<file path="config.mk">
export PLATFORM = sky130hd
export DESIGN_NAME = ist_cell
export DESIGN_NICKNAME = d
export VERILOG_FILES = /design/src/sv/ist_pkg.sv /design/src/sv/ist_cell.sv
export SDC_FILE = /design/constraint.sdc
export NUM_CORES = 1
export LEC_CHECK = 0
export BUFFER_PORTS_ARGS = -buffer_cell sky130_fd_sc_hd__buf_4
export CORE_MARGIN = 4
export CORE_UTILIZATION = 40
export CTS_CLUSTER_DIAMETER = 30
export DETAILED_ROUTE_END_ITERATION = 10
export GPL_ROUTABILITY_DRIVEN = 0
export HOLD_SLACK_MARGIN = 0.03
export PLACE_DENSITY = 0.83
export SYNTH_ARGS = -nofsm -noshare
export SYNTH_HDL_FRONTEND = slang
export SYNTH_SLANG_ARGS = --single-unit
</file>
<file path="constraint.sdc">
create_clock -name clk -period 5.53 [get_ports clk]
set_clock_uncertainty 0.2 [all_clocks]
set_input_delay 0.8295 -clock clk [delete_from_list [all_inputs] [get_ports clk]]
set_output_delay 0.8295 -clock clk [all_outputs]
set_load 0.005 [all_outputs]
</file>
<file path="src/sv/ist_pkg.sv">
// ----------------------------------------------------------------------------
// Integer set table package
// Shared sizes, request and status codes, and control types.
// ----------------------------------------------------------------------------
package ist_pkg;

	// Number of cells in the table.
	localparam int CAPACITY  = 64;
	// Width of a stored value.
	localparam int DATA_W    = 32;
	// Width of the request index field.
	localparam int IDX_W     = 6;
	// Width of the response count field.
	localparam int OUT_CNT_W = 7;
	// Internal entry counter, wide enough to hold CAPACITY itself.
	localparam int CNT_W     = $clog2(CAPACITY + 1);
	// Width used for cell positions, so that both the count and the
	// request index compare without loss.
	localparam int POS_W     = (CNT_W > IDX_W) ? CNT_W : IDX_W;

	typedef enum logic [1:0] {
		REQ_ADD    = 2'd0,
		REQ_REMOVE = 2'd1,
		REQ_QUERY  = 2'd2,
		REQ_READ   = 2'd3
	} req_op_t;

	typedef enum logic [1:0] {
		STAT_OK        = 2'd0,
		STAT_FULL      = 2'd1,
		STAT_BAD_INDEX = 2'd2
	} status_t;

	typedef enum logic {
		CTL_IDLE,
		CTL_APPLY
	} ctl_state_t;

	// Strobes broadcast from the controller to every cell.
	typedef struct packed {
		logic sample;  // capture compare results for a new request
		logic append;  // write the fill value into the first free cell
		logic remove;  // shift down every cell at or after the match
	} cell_ctl_t;

endpackage

</file>
<file path="src/sv/ist_cell.sv">
// ----------------------------------------------------------------------------
// Integer set table cell
// One table entry with its own comparator and a link to its right neighbor.
// ----------------------------------------------------------------------------
module ist_cell import ist_pkg::*; (
	input  logic                     clk,
	input  logic [POS_W-1:0]         pos,
	input  cell_ctl_t                ctl,
	input  logic signed [DATA_W-1:0] key,
	input  logic [IDX_W-1:0]         index,
	input  logic [CNT_W-1:0]         count,
	input  logic signed [DATA_W-1:0] fill,
	input  logic signed [DATA_W-1:0] next_entry,
	input  logic                     left_match,
	output logic                     thru_match,
	output logic                     hit,
	output logic signed [DATA_W-1:0] entry
);

	logic signed [DATA_W-1:0] entry_q;
	logic                     match_s1;
	logic                     hit_s1;
	logic                     in_use;

	assign in_use = pos < POS_W'(count);

	always_ff @(posedge clk) begin
		if (ctl.sample) begin
			match_s1 <= in_use && (entry_q == key);
			hit_s1   <= in_use && (pos == POS_W'(index));
		end
	end

	// Cells at or after the removed value take their neighbor's entry.
	always_ff @(posedge clk) begin
		if (ctl.remove && (left_match || match_s1)) begin
			entry_q <= next_entry;
		end else if (ctl.append && (pos == POS_W'(count))) begin
			entry_q <= fill;
		end
	end

	assign thru_match = left_match || match_s1;
	assign hit        = hit_s1;
	assign entry      = entry_q;

endmodule

</file>
* Yosys cells after proc, flatten, opt, wreduce, memory -nomap -nowiden
Cells that the tools add are included.
** Cells by class
- Order comparisons :: 1
- Equality and inequality tests :: 3
- Mux-type cells :: 2
- Reductions and logical operators :: 6
** Operator list (count)
- 32-bit 2-to-1 mux :: 2
- 32-bit == test :: 1
- 7-bit by 6-bit == test with 1-bit output :: 1
- 7-bit == test :: 1
- 7-bit < comparator :: 1
- 1-bit logical AND :: 4
- 2-bit nonzero test :: 1
- 1-bit logical OR :: 1
** Word-level totals
- Register bits after elaboration :: 34
- Input bits :: 121
- Output and inout port bits :: 34
- Word-level logic and storage cells :: 15

* Logic depth before layout (Yosys ltp)
- Word-level depth :: 4
- Depth in mapped cells :: 6
- Gate-level depth less buffers :: 6

* Worst setup path before layout
Ideal clock, no wire load.
- Path kind :: input -> register
- Start point :: input port count[6]
- End point :: register entry_q[0] (netlist: entry[0]) (enable)
- Library setup time :: 0.466 ns
- Arrival time :: 3.561 ns
- Required time :: 4.864 ns
- Path slack :: 1.303 ns
- Stages :: 4
- Buffers on the path :: 0
- Path through :: inv_1 ha_1 nand4_1 o21ai_0
** On the way
- Longest elaborated chain between the ends :: 3
** Ends and longest elaborated chain
- from (decl) :: RTL line ist_cell.sv:11 : input logic [CNT_W-1:0] count,
- 7-bit == test :: RTL line ist_cell.sv:38 : end else if (ctl.append && (pos == POS_W'(count))) begin
- 1-bit logical AND :: RTL line ist_cell.sv:38
- 2-bit nonzero test (no source line)
- to (signal assigned) :: RTL line ist_cell.sv:37 : entry_q <= next_entry;
- to (signal assigned) :: RTL line ist_cell.sv:39 : entry_q <= fill;
- to (decl) :: RTL line ist_cell.sv:20 : logic signed [DATA_W-1:0] entry_q;
No other way between the ends.
A chain may end at the register's enable or synchronous reset.

* Final worst setup path
- Start point :: input port pos[6]
- End point :: register entry_q[29] (netlist: entry[29]) (enable)
** On the way
- Longest elaborated chain between the ends :: 3
** Ends and longest elaborated chain
- from (decl) :: RTL line ist_cell.sv:7 : input logic [POS_W-1:0] pos,
- 7-bit == test :: RTL line ist_cell.sv:38
- 1-bit logical AND :: RTL line ist_cell.sv:38
- 2-bit nonzero test (no source line)
No other way between the ends.

==> run summary <==
final cycle utilization of the critical path - 46.6%
status - complete, no violations
cell chain of the critical path - buf_4 -> ha_1 -> nand4_1 -> o21ai_4
max cap viols - 0
Crit path max-delay family - compound AO/OA/AOI/OAI gates
largest net degree at the start of global routing - 34
clock latency on the worst-skew pair - 0.27 ns
crit path kind - input pin to register
first-pass GRT wire length - 8.49 mm
r2r setup slk - 3.58 ns
Slew Viols, Final - 0
die area - 6340 um2
Syn. warnings - 0
IO Count - 155
register area share after synthesis - 49.7%
Layout fillers - 359
FP Rows - 25
Leakage - 1.52 nW
CP Capture Type - register
Tmin final - 2.58 ns
most frequent cells in the layout - buf_4, xor2_1, edfxtp_1
Syn Nets - 276
Initial DRT Pass Iterations - 4
share of cells above drive strength 1 - 64.4%
pre-CTS WS - 2.65 ns
clock tree buffer depth - 2
Required @ worst endpoint - 5.23 ns
core area - 4850 um2
Cells after Synth - 148
clk slew on worst S/H paths - 0.06 ns
Area Growth Syn to Fin - 63.0%
I/O Buffers - 154
post_cts resized - 0
worst path bufs/invs - 1
Initial DRC Count - 46
CTS Root Cell - clkbuf_8
post-route ant nets - 0
final hold viol count - 0
Hold WC Path Type - input pin to register
Worst-Margin Slew - 0.976 ns
Synth area leader - edfxtp_1
Max FO, Critical Path - 32
initial antenna violation count - 0
CP Launch Type - input pin
initial core utilization - 42.3%
DRC Markers - 0
via/cell ratio - 4.67
Die H - 79.6 um
area of the multi-input gates - 980 um2
clk sinks - 34
TritonCTS clock tree - done
Reg area - 1020 um2
GR Overflow Total - 0
Peak Freq - 388 MHz
DP Wirelength - 4.84 mm
Clock H-tree levels - 2
Synth area leaders - edfxtp_1, mux2_2, xor2_1, ha_1, nor4_2
post-detailed-routing wire length - 5.74 mm
Synth Register Bits - 34
pwr/cell area - 193 nW/um2
Num CTS Buffers - 5
delay of the slowest critical-path stage - 0.82 ns
Setup TNS - 0 ns
number of diodes - 0
most common cell after layout, fill and taps aside - buf_4
final worst-path setup slack - 2.95 ns
Max-slew headroom - 34.7%
synth unique cells - 18
Peak supply drop - 0.168 mV
Worst Path Arrival - 2.27 ns
number of setup buffers added after CTS - 0
top cell type's share of synthesized area - 49.7%
fin nets - 434
vias - 1,743
final setup fails - 0
Synth Area per Inst - 13.9 um2
unrepaired setup endpoints after global routing - false
Tot GR Track Use - 17.6%
Worst path slowest cell - o21ai_4
Post-Syn Area - 2050 um2
DR WL/cell - 15.4 um
Post-CTS Hold Fix Bufs - 0
vias in the first global route - 1,872
Chip Width - 79.6 um
[cells by family (layout without fill, tap and decap cells)]
family | count (synthesis) | in the layout | share of synthesized area [%]
xor+xnor | 38 | 38 | 16.2
flops | 34 | 34 | 49.7
mux | 32 | 32 | 17.6
simple gates | 20 | 20 | 7.68
buf+inv | 11 | 169 | 3.11
fa+ha+maj | 7 | 7 | 4.27
compound gates | 6 | 6 | 1.46
[through the flow]
stage	instances	hold slack [ns]	cell area (um2)	total power (W)	util (%)
2_1_floorplan	148	0.624	2050	0.000387	-
3_3_place_gp	366	0.694	3270	0.000484	67.5
3_5_place_dp	366	0.709	3270	0.000488	67.5
4_1_cts	373	0.556	3350	0.000655	69.0
6_report	373	0.566	3350	0.000647	69.0
5_1_grt	373	0.554	3350	0.000682	69.0
[power by group]
group / internal [W] / total, W / switching [W]
Combinational: 0.000107 / 0.000166 / 0.0000583
Sequential: 0.000306 / 0.000315 / 0.00000980
Clock: 0.0000866 / 0.000166 / 0.0000794
[cell usage after synthesis]
library cell and n:
o21ai_0 3, nor4_1 5, inv_1 8, mux2_1 1
xor2_1 35, a21oi_1 3, nand4_1 5, edfxtp_1 34
nand2_4 1, or2_1 1, nor2b_1 1, nor4_2 5
nand2_1 1, mux2_2 31, nor3_1 1, ha_1 7
xnor2_1 3, buf_6 3
[layer usage]
layer,up-vias,track usage (%),wire (um)
met5,-,0,0
met4,0,6.01,102
met1,803,17.5,1870
met3,8,5.64,496
met2,72,33.8,3270
li1,860,-,-
[area by class of cell]
cell class,count,share of cell area (%)
Clock buffer,7,2.28
Inverter,8,0.897
Timing Repair Buffer,154,34.5
Tap cell,67,2.50
Multi-Input combinational cell,103,29.3
Sequential cell,34,30.5
[state kept, by name, summed over array words and instances, names as in the netlist]
| name | flops |
|---|---|
| entry | 32 |
| hit | 1 |
| match_s1 | 1 |
[worst paths after layout]
check / from / endpoint / cells past startpoint
worst max register to register: match_s1$_DFFE_PP_ / entry[29]$_DFFE_PP_ / 3
worst min register to register: entry[9]$_DFFE_PP_ / match_s1$_DFFE_PP_ / 4
worst max-delay path: pos[6] / entry[29]$_DFFE_PP_ / 4
worst min-delay path: ctl[2] / match_s1$_DFFE_PP_ / 1
(Power assumes the default switching activity.)
